## src/rtl/core/lswf_pkg.sv

```systemverilog
package lswf_pkg;

  localparam int unsigned AngleCount = 360;
  localparam int unsigned QueueDepth = 2;

  localparam logic [5:0] CountMax = 6'd63;

  // Configuration register indexes.
  localparam logic [2:0] RegClampRange = 3'd0;
  localparam logic [2:0] RegBaseSpeed  = 3'd1;
  localparam logic [2:0] RegCreepSpeed = 3'd2;
  localparam logic [2:0] RegGainNormal = 3'd3;
  localparam logic [2:0] RegGainClose  = 3'd4;
  localparam logic [2:0] RegCornerDist = 3'd5;
  localparam logic [2:0] RegStopDist   = 3'd6;
  localparam logic [2:0] RegSpinRate   = 3'd7;

  // Reset values of the configuration registers.
  localparam logic [11:0] ClampRangeRst = 12'd2000;
  localparam logic [9:0]  BaseSpeedRst  = 10'd160;
  localparam logic [9:0]  CreepSpeedRst = 10'd50;
  localparam logic [7:0]  GainNormalRst = 8'd40;
  localparam logic [7:0]  GainCloseRst  = 8'd64;
  localparam logic [11:0] CornerDistRst = 12'd350;
  localparam logic [11:0] StopDistRst   = 12'd150;
  localparam logic [14:0] SpinRateRst   = 15'd1500;

  typedef struct packed {
    logic [11:0] clamp_range_mm;
    logic [9:0]  base_speed;
    logic [9:0]  creep_speed;
    logic [7:0]  gain_normal;
    logic [7:0]  gain_close;
    logic [11:0] corner_distance;
    logic [11:0] stop_distance;
    logic [14:0] spin_rate;
  } cfg_t;

  // One conditioned and classified sample.
  typedef struct packed {
    logic [11:0] range;
    logic        hit_front;
    logic        hit_left;
    logic        hit_right;
    logic        last;
  } sample_t;

  typedef struct packed {
    logic full;
    logic empty;
  } q_stat_t;

  typedef struct packed {
    logic [9:0]         linear_speed;
    logic signed [15:0] angular_rate;
    logic [11:0]        front_average;
    logic [11:0]        left_average;
    logic [11:0]        right_average;
  } result_t;

  typedef enum logic [2:0] {
    ST_ACC,
    ST_LOAD,
    ST_DIV,
    ST_STEER,
    ST_MUL,
    ST_OUT
  } back_state_e;

endpackage

```

## src/rtl/core/lswf_front.sv

```systemverilog
module lswf_front (
  input  logic [8:0]       angle_index_i,
  input  logic [15:0]      range_mm_i,
  input  logic             range_valid_i,
  input  logic             last_sample_i,
  input  logic [11:0]      clamp_range_i,
  output lswf_pkg::sample_t sample_o
);

  logic use_clamp;

  // Invalid, zero and over-range readings all stand in as the clamp range.
  assign use_clamp = !range_valid_i || (range_mm_i == 16'd0) ||
                     (range_mm_i > {4'd0, clamp_range_i});

  always_comb begin
    sample_o.range     = use_clamp ? clamp_range_i : range_mm_i[11:0];
    sample_o.hit_front = (angle_index_i inside {[9'd0 : 9'd10]}) ||
                         (angle_index_i inside {[9'd350 : 9'd359]});
    sample_o.hit_left  = angle_index_i inside {[9'd40 : 9'd80]};
    sample_o.hit_right = angle_index_i inside {[9'd280 : 9'd320]};
    sample_o.last      = last_sample_i;
  end

endmodule

```

## src/rtl/core/lswf_queue.sv

```systemverilog
module lswf_queue (
  input  logic              clk_i,
  input  logic              rst_ni,
  input  logic              push_i,
  input  lswf_pkg::sample_t data_i,
  input  logic              pop_i,
  output lswf_pkg::sample_t data_o,
  output lswf_pkg::q_stat_t stat_o
);

  lswf_pkg::sample_t mem_q [lswf_pkg::QueueDepth];
  logic       wr_ptr_q, wr_ptr_d;
  logic       rd_ptr_q, rd_ptr_d;
  logic [1:0] cnt_q, cnt_d;
  logic       do_push, do_pop;

  assign stat_o.full  = (cnt_q == 2'(lswf_pkg::QueueDepth));
  assign stat_o.empty = (cnt_q == 2'd0);
  assign do_push      = push_i && !stat_o.full;
  assign do_pop       = pop_i && !stat_o.empty;
  assign data_o       = mem_q[rd_ptr_q];

  always_comb begin
    wr_ptr_d = do_push ? !wr_ptr_q : wr_ptr_q;
    rd_ptr_d = do_pop ? !rd_ptr_q : rd_ptr_q;
    cnt_d    = cnt_q + {1'b0, do_push} - {1'b0, do_pop};
  end

  always_ff @(posedge clk_i or negedge rst_ni) begin
    if (!rst_ni) begin
      wr_ptr_q <= 1'b0;
      rd_ptr_q <= 1'b0;
      cnt_q    <= 2'd0;
    end else begin
      wr_ptr_q <= wr_ptr_d;
      rd_ptr_q <= rd_ptr_d;
      cnt_q    <= cnt_d;
    end
  end

  always_ff @(posedge clk_i) begin
    if (do_push) begin
      mem_q[wr_ptr_q] <= data_i;
    end
  end

endmodule

```

## src/rtl/core/lswf_back.sv

```systemverilog
module lswf_back (
  input  logic              clk_i,
  input  logic              rst_ni,
  input  lswf_pkg::cfg_t    cfg_i,
  input  lswf_pkg::sample_t sample_i,
  input  lswf_pkg::q_stat_t q_stat_i,
  output logic              q_pop_o,
  input  logic              res_pop_i,
  output logic              res_valid_o,
  output lswf_pkg::result_t res_o
);

  lswf_pkg::back_state_e state_q, state_d;

  logic [17:0] front_sum_q, left_sum_q, right_sum_q;
  logic [5:0]  front_cnt_q, left_cnt_q, right_cnt_q;
  logic [17:0] lat_sum_q [3];
  logic [5:0]  lat_cnt_q [3];
  logic [11:0] mean_q [3];

  logic [1:0]  sel_q;
  logic [4:0]  step_q;
  logic [17:0] quo_q;
  logic [5:0]  rem_q;
  logic [5:0]  div_q;
  logic [6:0]  shifted;
  logic        ge;
  logic [5:0]  rem_nxt;

  logic [11:0] mag_q;
  logic [7:0]  gain_q;
  logic        neg_q, near_q, spin_left_q;
  logic [19:0] prod_full;
  logic [15:0] prod_q;

  logic        res_valid_q;
  logic        res_free;
  logic        take, div_done;
  lswf_pkg::result_t res_q, res_d;

  assign res_free    = !res_valid_q || res_pop_i;
  assign res_valid_o = res_valid_q;
  assign res_o       = res_q;
  assign take        = q_pop_o;
  assign div_done    = (step_q == 5'd17);

  // One restoring division step a cycle.
  assign shifted = {rem_q, quo_q[17]};
  assign ge      = shifted >= {1'b0, div_q};
  assign rem_nxt = ge ? 6'(shifted - {1'b0, div_q}) : shifted[5:0];

  assign prod_full = 20'(mag_q * gain_q) + 20'd8;

  always_comb begin
    state_d = state_q;
    q_pop_o = 1'b0;
    case (state_q)
      lswf_pkg::ST_ACC: begin
        if (!q_stat_i.empty) begin
          q_pop_o = 1'b1;
          if (sample_i.last) begin
            state_d = lswf_pkg::ST_LOAD;
          end
        end
      end
      lswf_pkg::ST_LOAD:  state_d = lswf_pkg::ST_DIV;
      lswf_pkg::ST_DIV: begin
        if (div_done) begin
          state_d = (sel_q == 2'd2) ? lswf_pkg::ST_STEER : lswf_pkg::ST_LOAD;
        end
      end
      lswf_pkg::ST_STEER: state_d = lswf_pkg::ST_MUL;
      lswf_pkg::ST_MUL:   state_d = lswf_pkg::ST_OUT;
      lswf_pkg::ST_OUT: begin
        if (res_free) begin
          state_d = lswf_pkg::ST_ACC;
        end
      end
      default: state_d = lswf_pkg::ST_ACC;
    endcase
  end

  always_ff @(posedge clk_i or negedge rst_ni) begin
    if (!rst_ni) begin
      state_q <= lswf_pkg::ST_ACC;
    end else begin
      state_q <= state_d;
    end
  end

  // Sector accumulators; a full sector ignores samples until the scan ends.
  always_ff @(posedge clk_i or negedge rst_ni) begin
    if (!rst_ni) begin
      front_sum_q <= '0;
      left_sum_q  <= '0;
      right_sum_q <= '0;
      front_cnt_q <= '0;
      left_cnt_q  <= '0;
      right_cnt_q <= '0;
    end else if (take) begin
      if (sample_i.last) begin
        front_sum_q <= '0;
        left_sum_q  <= '0;
        right_sum_q <= '0;
        front_cnt_q <= '0;
        left_cnt_q  <= '0;
        right_cnt_q <= '0;
      end else begin
        if (sample_i.hit_front && front_cnt_q != lswf_pkg::CountMax) begin
          front_sum_q <= front_sum_q + {6'd0, sample_i.range};
          front_cnt_q <= front_cnt_q + 6'd1;
        end
        if (sample_i.hit_left && left_cnt_q != lswf_pkg::CountMax) begin
          left_sum_q <= left_sum_q + {6'd0, sample_i.range};
          left_cnt_q <= left_cnt_q + 6'd1;
        end
        if (sample_i.hit_right && right_cnt_q != lswf_pkg::CountMax) begin
          right_sum_q <= right_sum_q + {6'd0, sample_i.range};
          right_cnt_q <= right_cnt_q + 6'd1;
        end
      end
    end
  end

  // Scan-end datapath: latch the totals, divide each sector, then steer.
  always_ff @(posedge clk_i) begin
    case (state_q)
      lswf_pkg::ST_ACC: begin
        if (take && sample_i.last) begin
          lat_sum_q[0] <= front_sum_q +
                          ((sample_i.hit_front && front_cnt_q != lswf_pkg::CountMax) ?
                           {6'd0, sample_i.range} : 18'd0);
          lat_cnt_q[0] <= front_cnt_q +
                          {5'd0, sample_i.hit_front && front_cnt_q != lswf_pkg::CountMax};
          lat_sum_q[1] <= left_sum_q +
                          ((sample_i.hit_left && left_cnt_q != lswf_pkg::CountMax) ?
                           {6'd0, sample_i.range} : 18'd0);
          lat_cnt_q[1] <= left_cnt_q +
                          {5'd0, sample_i.hit_left && left_cnt_q != lswf_pkg::CountMax};
          lat_sum_q[2] <= right_sum_q +
                          ((sample_i.hit_right && right_cnt_q != lswf_pkg::CountMax) ?
                           {6'd0, sample_i.range} : 18'd0);
          lat_cnt_q[2] <= right_cnt_q +
                          {5'd0, sample_i.hit_right && right_cnt_q != lswf_pkg::CountMax};
          sel_q <= 2'd0;
        end
      end
      lswf_pkg::ST_LOAD: begin
        quo_q  <= lat_sum_q[sel_q];
        div_q  <= lat_cnt_q[sel_q];
        rem_q  <= '0;
        step_q <= '0;
      end
      lswf_pkg::ST_DIV: begin
        quo_q  <= {quo_q[16:0], ge};
        rem_q  <= rem_nxt;
        step_q <= step_q + 5'd1;
        if (div_done) begin
          // The mean never exceeds the clamp range, so 12 bits hold it.
          mean_q[sel_q] <= (div_q == 6'd0) ? cfg_i.clamp_range_mm :
                           {quo_q[10:0], ge};
          sel_q <= sel_q + 2'd1;
        end
      end
      lswf_pkg::ST_STEER: begin
        neg_q       <= mean_q[2] > mean_q[1];
        mag_q       <= (mean_q[2] > mean_q[1]) ? (mean_q[2] - mean_q[1]) :
                                                 (mean_q[1] - mean_q[2]);
        gain_q      <= (mean_q[0] < cfg_i.corner_distance) ? cfg_i.gain_close :
                                                             cfg_i.gain_normal;
        near_q      <= mean_q[0] < cfg_i.stop_distance;
        spin_left_q <= mean_q[1] > mean_q[2];
      end
      lswf_pkg::ST_MUL: begin
        prod_q <= prod_full[19:4];
      end
      default: begin
      end
    endcase
  end

  always_comb begin
    res_d.front_average = mean_q[0];
    res_d.left_average  = mean_q[1];
    res_d.right_average = mean_q[2];
    if (near_q) begin
      res_d.linear_speed = cfg_i.creep_speed;
      res_d.angular_rate = spin_left_q ? $signed({1'b0, cfg_i.spin_rate}) :
                           $signed(16'(-$signed({1'b0, cfg_i.spin_rate})));
    end else begin
      res_d.linear_speed = cfg_i.base_speed;
      if (neg_q) begin
        res_d.angular_rate = (prod_q > 16'd32768) ? -16'sd32768 :
                             $signed(16'(-$signed({1'b0, prod_q})));
      end else begin
        res_d.angular_rate = (prod_q > 16'd32767) ? 16'sd32767 : $signed(prod_q);
      end
    end
  end

  always_ff @(posedge clk_i or negedge rst_ni) begin
    if (!rst_ni) begin
      res_valid_q <= 1'b0;
    end else if (state_q == lswf_pkg::ST_OUT && res_free) begin
      res_valid_q <= 1'b1;
    end else if (res_pop_i) begin
      res_valid_q <= 1'b0;
    end
  end

  always_ff @(posedge clk_i) begin
    if (state_q == lswf_pkg::ST_OUT && res_free) begin
      res_q <= res_d;
    end
  end

endmodule

```

## src/rtl/core/lidar_sector_wall_follow_steer.sv

```systemverilog
// Wall-following steering from one lidar scan. Samples enter one per cycle while not full
// through a queue interface (push/full); each range is conditioned against the clamp range
// and summed into the front, left and right sectors, and the sample flagged last produces one
// steering transaction on the result queue (empty/pop) with the three sector means. Ordinary
// samples are absorbed at one per cycle by the accumulator behind a two-entry queue. For the
// last sample of a scan, one shared restoring divider in the back end forms the three sector
// means in turn (one load plus 18 quotient bits each), followed by a steering step, a gain
// multiply step and the result write. During that time the input side keeps taking samples
// until the two-entry queue is full. A finished result waits in its own register, so the
// next scan accumulates while it is still waiting to be popped.
// Configuration registers are written through cfg_we_i/cfg_idx_i/cfg_data_i and must only
// change while no scan-end transaction is pending.
module lidar_sector_wall_follow_steer (
  input  logic               clk_i,
  input  logic               rst_ni,
  input  logic               push,
  output logic               full,
  input  logic [8:0]         angle_index_i,
  input  logic [15:0]        range_mm_i,
  input  logic               range_valid_i,
  input  logic               last_sample_i,
  output logic               empty,
  input  logic               pop,
  output logic [9:0]         linear_speed_o,
  output logic signed [15:0] angular_rate_o,
  output logic [11:0]        front_average_o,
  output logic [11:0]        left_average_o,
  output logic [11:0]        right_average_o,
  input  logic               cfg_we_i,
  input  logic [2:0]         cfg_idx_i,
  input  logic [14:0]        cfg_data_i
);

  lswf_pkg::cfg_t    cfg_q;
  lswf_pkg::sample_t front_sample;
  lswf_pkg::sample_t q_sample;
  lswf_pkg::q_stat_t q_stat;
  lswf_pkg::result_t result;
  logic              q_pop;
  logic              res_valid;

  // Configuration registers; each write keeps only the register's own width.
  always_ff @(posedge clk_i or negedge rst_ni) begin
    if (!rst_ni) begin
      cfg_q.clamp_range_mm  <= lswf_pkg::ClampRangeRst;
      cfg_q.base_speed      <= lswf_pkg::BaseSpeedRst;
      cfg_q.creep_speed     <= lswf_pkg::CreepSpeedRst;
      cfg_q.gain_normal     <= lswf_pkg::GainNormalRst;
      cfg_q.gain_close      <= lswf_pkg::GainCloseRst;
      cfg_q.corner_distance <= lswf_pkg::CornerDistRst;
      cfg_q.stop_distance   <= lswf_pkg::StopDistRst;
      cfg_q.spin_rate       <= lswf_pkg::SpinRateRst;
    end else if (cfg_we_i) begin
      case (cfg_idx_i)
        lswf_pkg::RegClampRange: cfg_q.clamp_range_mm  <= cfg_data_i[11:0];
        lswf_pkg::RegBaseSpeed:  cfg_q.base_speed      <= cfg_data_i[9:0];
        lswf_pkg::RegCreepSpeed: cfg_q.creep_speed     <= cfg_data_i[9:0];
        lswf_pkg::RegGainNormal: cfg_q.gain_normal     <= cfg_data_i[7:0];
        lswf_pkg::RegGainClose:  cfg_q.gain_close      <= cfg_data_i[7:0];
        lswf_pkg::RegCornerDist: cfg_q.corner_distance <= cfg_data_i[11:0];
        lswf_pkg::RegStopDist:   cfg_q.stop_distance   <= cfg_data_i[11:0];
        lswf_pkg::RegSpinRate:   cfg_q.spin_rate       <= cfg_data_i;
        default: begin
        end
      endcase
    end
  end

  // Front end: condition the range and tag the sectors the angle falls in.
  lswf_front u_front (
    .angle_index_i (angle_index_i),
    .range_mm_i    (range_mm_i),
    .range_valid_i (range_valid_i),
    .last_sample_i (last_sample_i),
    .clamp_range_i (cfg_q.clamp_range_mm),
    .sample_o      (front_sample)
  );

  // The queue decouples sample intake from the scan-end division.
  lswf_queue u_queue (
    .clk_i  (clk_i),
    .rst_ni (rst_ni),
    .push_i (push),
    .data_i (front_sample),
    .pop_i  (q_pop),
    .data_o (q_sample),
    .stat_o (q_stat)
  );

  assign full = q_stat.full;

  // Back end: accumulate, divide, steer and hold the result.
  lswf_back u_back (
    .clk_i       (clk_i),
    .rst_ni      (rst_ni),
    .cfg_i       (cfg_q),
    .sample_i    (q_sample),
    .q_stat_i    (q_stat),
    .q_pop_o     (q_pop),
    .res_pop_i   (pop),
    .res_valid_o (res_valid),
    .res_o       (result)
  );

  assign empty           = !res_valid;
  assign linear_speed_o  = result.linear_speed;
  assign angular_rate_o  = result.angular_rate;
  assign front_average_o = result.front_average;
  assign left_average_o  = result.left_average;
  assign right_average_o = result.right_average;

  // A full queue can never also read as empty.
  a_queue_status: assert property (@(posedge clk_i) disable iff (!rst_ni)
    q_stat.full |-> !q_stat.empty)
    else $error("queue reports full and empty at once");

  // The back end only takes a sample that is actually queued.
  a_pop_nonempty: assert property (@(posedge clk_i) disable iff (!rst_ni)
    q_pop |-> !q_stat.empty)
    else $error("back end popped an empty queue");

  // After the last sample of a scan the back end stops taking samples to divide.
  a_scan_end_stall: assert property (@(posedge clk_i) disable iff (!rst_ni)
    (q_pop && q_sample.last) |=> !q_pop)
    else $error("sample taken during scan-end processing");

endmodule
```

## config.mk

```make
export PLATFORM = sky130hd
export DESIGN_NAME = lidar_sector_wall_follow_steer
export DESIGN_NICKNAME = d
export VERILOG_FILES = /design/src/rtl/core/lswf_pkg.sv /design/src/rtl/core/lswf_front.sv /design/src/rtl/core/lswf_queue.sv /design/src/rtl/core/lswf_back.sv /design/src/rtl/core/lidar_sector_wall_follow_steer.sv
export SDC_FILE = /design/constraint.sdc
export NUM_CORES = 1
export LEC_CHECK = 0
export BUFFER_PORTS_ARGS = -buffer_cell sky130_fd_sc_hd__buf_2
export CORE_AREA = 2 2 326 247
export DETAILED_ROUTE_END_ITERATION = 6
export DIE_AREA = 0 0 328 249
export GPL_TIMING_DRIVEN = 0
export PLACE_DENSITY_LB_ADDON = 0.3
export SETUP_SLACK_MARGIN = 0.15
export SLEW_MARGIN = 25
export SYNTH_ARGS = -nofsm -noshare
export SYNTH_HDL_FRONTEND = slang
export SYNTH_SLANG_ARGS = --single-unit
```

## constraint.sdc

```tcl
create_clock -name clk_i -period 8.6 [get_ports clk_i]
set_input_delay 1.72 -clock clk_i [delete_from_list [all_inputs] [get_ports clk_i]]
set_output_delay 1.72 -clock clk_i [all_outputs]
set_load 0.01 [all_outputs]
```

==> impl_metrics.csv, run 1 <==
group,metric,value,unit
floorplanning,initial_utilization,0.348,
placement,dp_slack,3.23,ns
critical_path,cp_cell_sequence,"clkbuf_1 -> nand2_1 -> fa_1 -> fa_1 -> inv_1 -> fa_1 -> inv_1 -> fa_1 -> inv_1 -> ha_1 -> o21a_1 -> o31a_1 -> o21ai_0 -> o21ai_0 -> a31oi_1 -> xnor2_1",
floorplanning,num_io_pins,114,
sta,rsz0062_at_grt,"false",
critical_path,rr_endpoint,"u_back.prod_q[14]",
clocking,clk_latency,0.62,ns
yosys,syn_nets,2829,
floorplanning,coreArea,78300,um2
route,wire_per_inst,19.4,um
sta,clock_skew,0.0372,ns
critical_path,critical_path_class,"reg -> reg",
yosys,synth_seq_cells,447,
critical_path,end_kind,"flip-flop",
clocking,clkSinkCount,447,
critical_path,critical_path.most_common_cell,"fa_1",
route,vias,19800,
critical_path,cp_max_fo,10,
floorplanning,die_x,328,um
critical_path,rrSetupSlack,3.15,ns
layout,final_cells,3771,
sta,tightest_slew,1.17,ns
critical_path,critPathTopFamily,"adder cells",
clocking,root_buffer,"clkbuf_16",
power,leakage,13.1,nW
sta,period_share,0.634,
sta,fmax,183,MHz
floorplanning,dieArea,81700,um2
clocking,cts_setup_buffers,0,
sta,relSlewSlack,0.210,
critical_path,rr_startpoint,"u_back.gain_q[2]",
power,p_total,11.0,mW
yosys,syn_area,27200,um2
power,p_sw_frac,0.407,
yosys,synthTopCellsByArea,"edfxtp_1 31%, dfrtp_1 12%, ha_1 9.1%, fa_1 5.1%, mux2_2 4.6%",
layout,final-seq-area,12600,um2
placement,routabilityCongestion,0.903,
yosys,synth_top_cell_by_area,"edfxtp_1",
yosys,ys_warn_count,0,
grt,grt_max_degree,88,
flow_run,cap_violations,0,
route,first_iter_violations,1658,
critical_path,startpoint,"u_back.gain_q[2]",
power,p_int,6.52,mW
route,ant_nets,0,
power,pwr-share-clk,0.206,
layout,fin_nets,3000,
critical_path,worst-path-buf-inv,4,
route,drtPass1Iterations,7,
yosys,yosys_most_used_dff,"edfxtp_1",
critical_path,max_stage_delay,0.55,ns
clocking,h-tree-depth,2,
sta,setup_ws,3.15,ns
sta,min_period,5.45,ns
placement,numPortBuffers,111,
grt,overflow,0,
yosys,post-synth-top-count-cell,"edfxtp_1",
critical_path,cp_num_cells,16,
placement,hpwl,56.7,mm
yosys,ys_seq_area_frac,0.463,
yosys,synthTopCellsByCount,"278 x edfxtp_1, 241 x inv_1, 198 x ha_1, 183 x nand2_1, 152 x nor2_1",
placement,placed_area,29400,um2
clocking,cts_tree,"yes",
grt,grt_use_total,0.178,
sta,finalHoldViolations,0,
sta,hold_ws,0.483,ns
critical_path,worstPathArrival,5.80,ns
layout,multi_input_area,13500,um2
clocking,holdBufCountCts,0,
power,seq_power_share,0.321,
run_status,status,"finished, final reports clean",
clocking,cts_buffer_depth,3,
yosys,avgSynthCellArea,10.9,um2
sta,setup_violations,0,
route,wirelength,73.3,mm
yosys,synth-edff-count,278,
layout,area_delta_synth_final,14.2,%
sta,setup-tns-final,0,ns
layout,drive_gt1_frac,0.136,
power,switchingPower,4.48,mW
clocking,clk_pin_slew,0.06,ns
yosys,netlist.area_leader.share,0.306,
power,vdd_drop_max,0.239,mV
critical_path,worstSetupEndpoint,"u_back.prod_q[14]",
layout,num-fill-cells,7515,
critical_path,required,8.95,ns
route,vias_per_cell,5.26,
yosys,synthCells,2511,
yosys,yosys.cell_types.count,71,
critical_path,crit_slowest_cell,"o21ai_0",
floorplanning,dieHeight,249,um
clocking,numCtsBuffers,48,
floorplanning,row_count,89,
power,power_density,354,nW/um2
clocking,cts_resized,0,
grt,grt_pass1_wl,114,mm
yosys,synthArstFlopShare,0.374,
grt,antenna_found_initial,4,
layout,stdcell_area,31100,um2
critical_path,reg2reg_depth,16,
sta,slew_viol_final,0,
power,combPwrFrac,0.473,
worst_hold_path,hold_path_class,"reg -> reg",
route,drc,0,
critical_path,setup.worst_path.start_class,"flip-flop",
layout,final_core_util,0.397,
grt,grt_pass1_vias,19200,
placement,place_inst,3678,
layout make-up:
type,count,area share
Multi-Input combinational cell,1741,0.433
Sequential cell,447,0.405
Clock buffer,59,0.0423
Tap cell,1046,0.0421
Inverter,241,0.0291
Timing Repair Buffer,121,0.0250
Clock inverter,31,0.0131
Buffer,82,0.0103
Antenna cell,3,0.000241
metal layers:
metal  wire length, um  vias up  GRT usage
met3              5550       89     0.0425
met1             37800     9801      0.284
met2             28500      628      0.238
met4              1440        0     0.0412
met5                 0        -          0
li1                  -     9316          -
worst min-delay path by stage:
stage,start,end,slack [ns],depth (start not counted)
after floorplan,u_back.mean_q[0][0],u_back.res_o[24],0.43,0
after global placement,u_back.mean_q[2][11],u_back.res_o[11],0.47,0
after CTS,u_back.mean_q[1][2],u_back.res_o[14],0.49,0
after global routing,u_back.mean_q[2][11],u_back.res_o[11],0.50,0
final,u_back.mean_q[1][2],u_back.res_o[14],0.48,0
after detailed placement,u_back.mean_q[1][2],u_back.res_o[14],0.48,0
sequential cells by signal (all words and copies together), names as in the netlist, 32 cells and up, named ones only:
name              count
u_back.lat_sum_q     54
u_queue.mem_q        32
u_back.res_o         62
u_back.mean_q        36
cfg_q                87
layout by cell type, fill, tap and decap left out, types with 18 or more instances in the layout:
cell       instances
buf_2            113
inv_1            241
and3_1            25
o21ai_0          134
clkbuf_1          75
nand2_1          182
or3_1             18
clkbuf_16         50
nand3_1           44
a21o_1            36
a22o_1            34
edfxtp_1         278
nor2b_1           20
fa_1              70
mux2i_1           54
a211oi_1          27
a21oi_1          132
xor2_1            38
nor2_1           149
dfrtp_1          136
xnor2_1           93
and2_1            71
nand2b_1          21
a31oi_1           19
o21a_1            25
nand4_1           19
ha_1             198
nor3_1            33
dfstp_2           31
mux2_2           111
logic make-up (layout without fill, tap and decap cells):
kind of cell	Yosys count	in the layout	synth area share
other cells	0	3	0
mux	166	166	0.0661
xor+xnor	131	131	0.0421
flops	447	447	0.463
simple gates	649	649	0.118
buf+inv	323	534	0.0449
compound gates	527	527	0.124
fa+ha+maj	268	268	0.142
worst register-to-register path, delay by kind of cell (launching register included):
| family | cells | cell delay (ns) |
|---|---|---|
| buffers and inverters | 4 | 0.63 |
| xor gates and xnor gates | 1 | 0.09 |
| and+or+nand+nor | 1 | 0.15 |
| AOI/OAI and AO/OA | 5 | 1.45 |
| adders and majority gates | 5 | 2.36 |
| DFF | 1 | 0.53 |
power by group through the flow:
stage               Sequential [mW]  Clock, mW  Combinational (mW)
finish                         3.53       2.27                5.20
global route                   3.59       2.41                5.86
CTS                            3.52       2.32                5.20
detailed placement             3.56          0                5.16
global placement               3.57          0                4.97
floorplan                      3.44          0                3.75
No activity file was read; power rests on OpenSTA's default activity.
==> run 2, diff against run 1 <==
==> constraint.sdc (replaced) <==
create_clock -name clk_i -period 5.4 [get_ports clk_i]
set_input_delay 1.08 -clock clk_i [delete_from_list [all_inputs] [get_ports clk_i]]
set_output_delay 1.08 -clock clk_i [all_outputs]
set_load 0.01 [all_outputs]
==> impl_metrics.csv, run 2 (same netlist as run 1, synthesis figures left out) <==
group,metric,value,unit
run_status,status,"finished, final reports clean",
clocking,clk_latency,0.62,ns
route,vias_per_cell,5.26,
critical_path,rr_endpoint,"u_back.prod_q[15]",
critical_path,rrSetupSlack,0.47,ns
floorplanning,dieArea,81700,um2
floorplanning,dieHeight,249,um
clocking,cts_tree,"yes",
sta,rsz0062_at_grt,"false",
critical_path,worstSetupEndpoint,"u_back.prod_q[15]",
route,first_iter_violations,1674,
power,vdd_drop_max,0.391,mV
placement,dp_slack,0.0253,ns
route,ant_nets,0,
route,drc,0,
sta,setup_violations,0,
grt,overflow,0,
clocking,root_buffer,"clkbuf_16",
critical_path,startpoint,"u_back.gain_q[7]",
power,p_total,17.6,mW
grt,antenna_found_initial,4,
clocking,holdBufCountCts,0,
floorplanning,row_count,89,
sta,clock_skew,0.0376,ns
route,drtPass1Iterations,5,
critical_path,rr_startpoint,"u_back.gain_q[7]",
placement,numPortBuffers,111,
clocking,clkSinkCount,447,
sta,fmax,203,MHz
worst_hold_path,hold_path_class,"reg -> reg",
sta,tightest_slew,1.19,ns
critical_path,worstPathArrival,5.34,ns
layout,largest_register,"cfg_q",
placement,routabilityCongestion,0.903,
flow_run,cap_violations,0,
sta,finalHoldViolations,0,
layout,final_common_cell,"edfxtp_1",
sta,setup_ws,0.466,ns
placement,hpwl,56.7,mm
critical_path,end_kind,"flip-flop",
floorplanning,coreArea,78300,um2
clocking,h-tree-depth,2,
grt,grt_pass1_vias,19200,
critical_path,critical_path_class,"reg -> reg",
layout,area_delta_synth_final,14.2,%
grt,grt_pass1_wl,114,mm
critical_path,setup.worst_path.start_class,"flip-flop",
power,power_density,565,nW/um2
layout,largest_reg_flops,87,
critical_path,reg2reg_depth,15,
sta,relSlewSlack,0.198,
layout,final_cell_mix,"278 x edfxtp_1, 241 x inv_1, 198 x ha_1",
layout,stdcell_area,31100,um2
route,wire_per_inst,19.4,um
clocking,cts_setup_buffers,0,
clocking,cts_buffer_depth,3,
sta,slew_viol_final,0,
layout,drive_gt1_frac,0.139,
layout,num-fill-cells,7520,
sta,hold_ws,0.483,ns
route,vias,19800,
sta,period_share,0.914,
layout,fin_nets,3000,
sta,min_period,4.93,ns
placement,placed_area,29400,um2
power,leakage,13.1,nW
route,wirelength,73.3,mm
critical_path,required,5.80,ns
critical_path,cp_max_fo,10,
floorplanning,die_x,328,um
clocking,clk_pin_slew,0.06,ns
grt,grt_use_total,0.178,
floorplanning,initial_utilization,0.348,
grt,grt_max_degree,88,
floorplanning,num_io_pins,114,
clocking,numCtsBuffers,48,
run 2: worst max-delay path, stage by stage (launching register included):
cell      delay (ns)
edfxtp_1        0.49
clkbuf_2        0.25
and2_1          0.20
fa_1            0.54
inv_1           0.06
fa_1            0.53
inv_1           0.05
fa_1            0.52
inv_1           0.05
fa_1            0.52
inv_1           0.04
ha_1            0.28
clkbuf_1        0.30
nand4_1         0.31
o2111a_1        0.32
a211oi_1        0.27
run 2: how the worst min path moves through the flow:
stage / slack, ns / depth (start not counted) / endpoint / from
2_1_floorplan: 0.43 / 0 / u_back.res_o[24] / u_back.mean_q[0][0]
3_3_place_gp: 0.47 / 0 / u_back.res_o[11] / u_back.mean_q[2][11]
3_5_place_dp: 0.48 / 0 / u_back.res_o[14] / u_back.mean_q[1][2]
4_1_cts: 0.48 / 2 / u_back.right_sum_q[4] / rst_ni
5_1_grt: 0.50 / 0 / u_back.res_o[11] / u_back.mean_q[2][11]
6_report: 0.48 / 0 / u_back.res_o[14] / u_back.mean_q[1][2]
run 2: repair_timing:
action | 4_1_cts | 5_1_grt
cloned | 0 | 0
resized for setup | 1 | 14
endpoints found under the setup margin | 1 | 8
run 2: metal layers:
layer | global-route usage | vias to the layer above | share of wire
li1 | - | 9317 | -
met1 | 0.284 | 9825 | 0.52
met2 | 0.238 | 605 | 0.39
met3 | 0.0425 | 83 | 0.074
met4 | 0.0412 | 0 | 0.019
met5 | 0 | - | 0
run 2: power breakdown:
| part | switching [mW] | internal [mW] | total (mW) |
|---|---|---|---|
| clock network | 1.48 | 2.13 | 3.62 |
| logic | 5.13 | 3.21 | 8.34 |
| registers | 0.565 | 5.05 | 5.62 |
run 2: area by class of cell:
| class | instances | area (um2) | area share |
|---|---|---|---|
| Clock inverter | 31 | 408 | 0.0131 |
| Antenna cell | 3 | 7.51 | 0.000241 |
| Tap cell | 1046 | 1310 | 0.0420 |
| Inverter | 241 | 905 | 0.0291 |
| Timing Repair Buffer | 121 | 777 | 0.0250 |
| Sequential cell | 447 | 12600 | 0.405 |
| Buffer | 82 | 327 | 0.0105 |
| Clock buffer | 59 | 1320 | 0.0422 |
| Multi-Input combinational cell | 1741 | 13500 | 0.433 |
run 2: per-stage QoR:
stage                     setup TNS, ns   util  instances
after detailed placement              0  0.375       3678
after global placement           -78.67  0.372       3668
after floorplan                       0      -       2511
final                                 0  0.398       3771
after global routing                  0  0.398       3768
after CTS                             0  0.397       3768
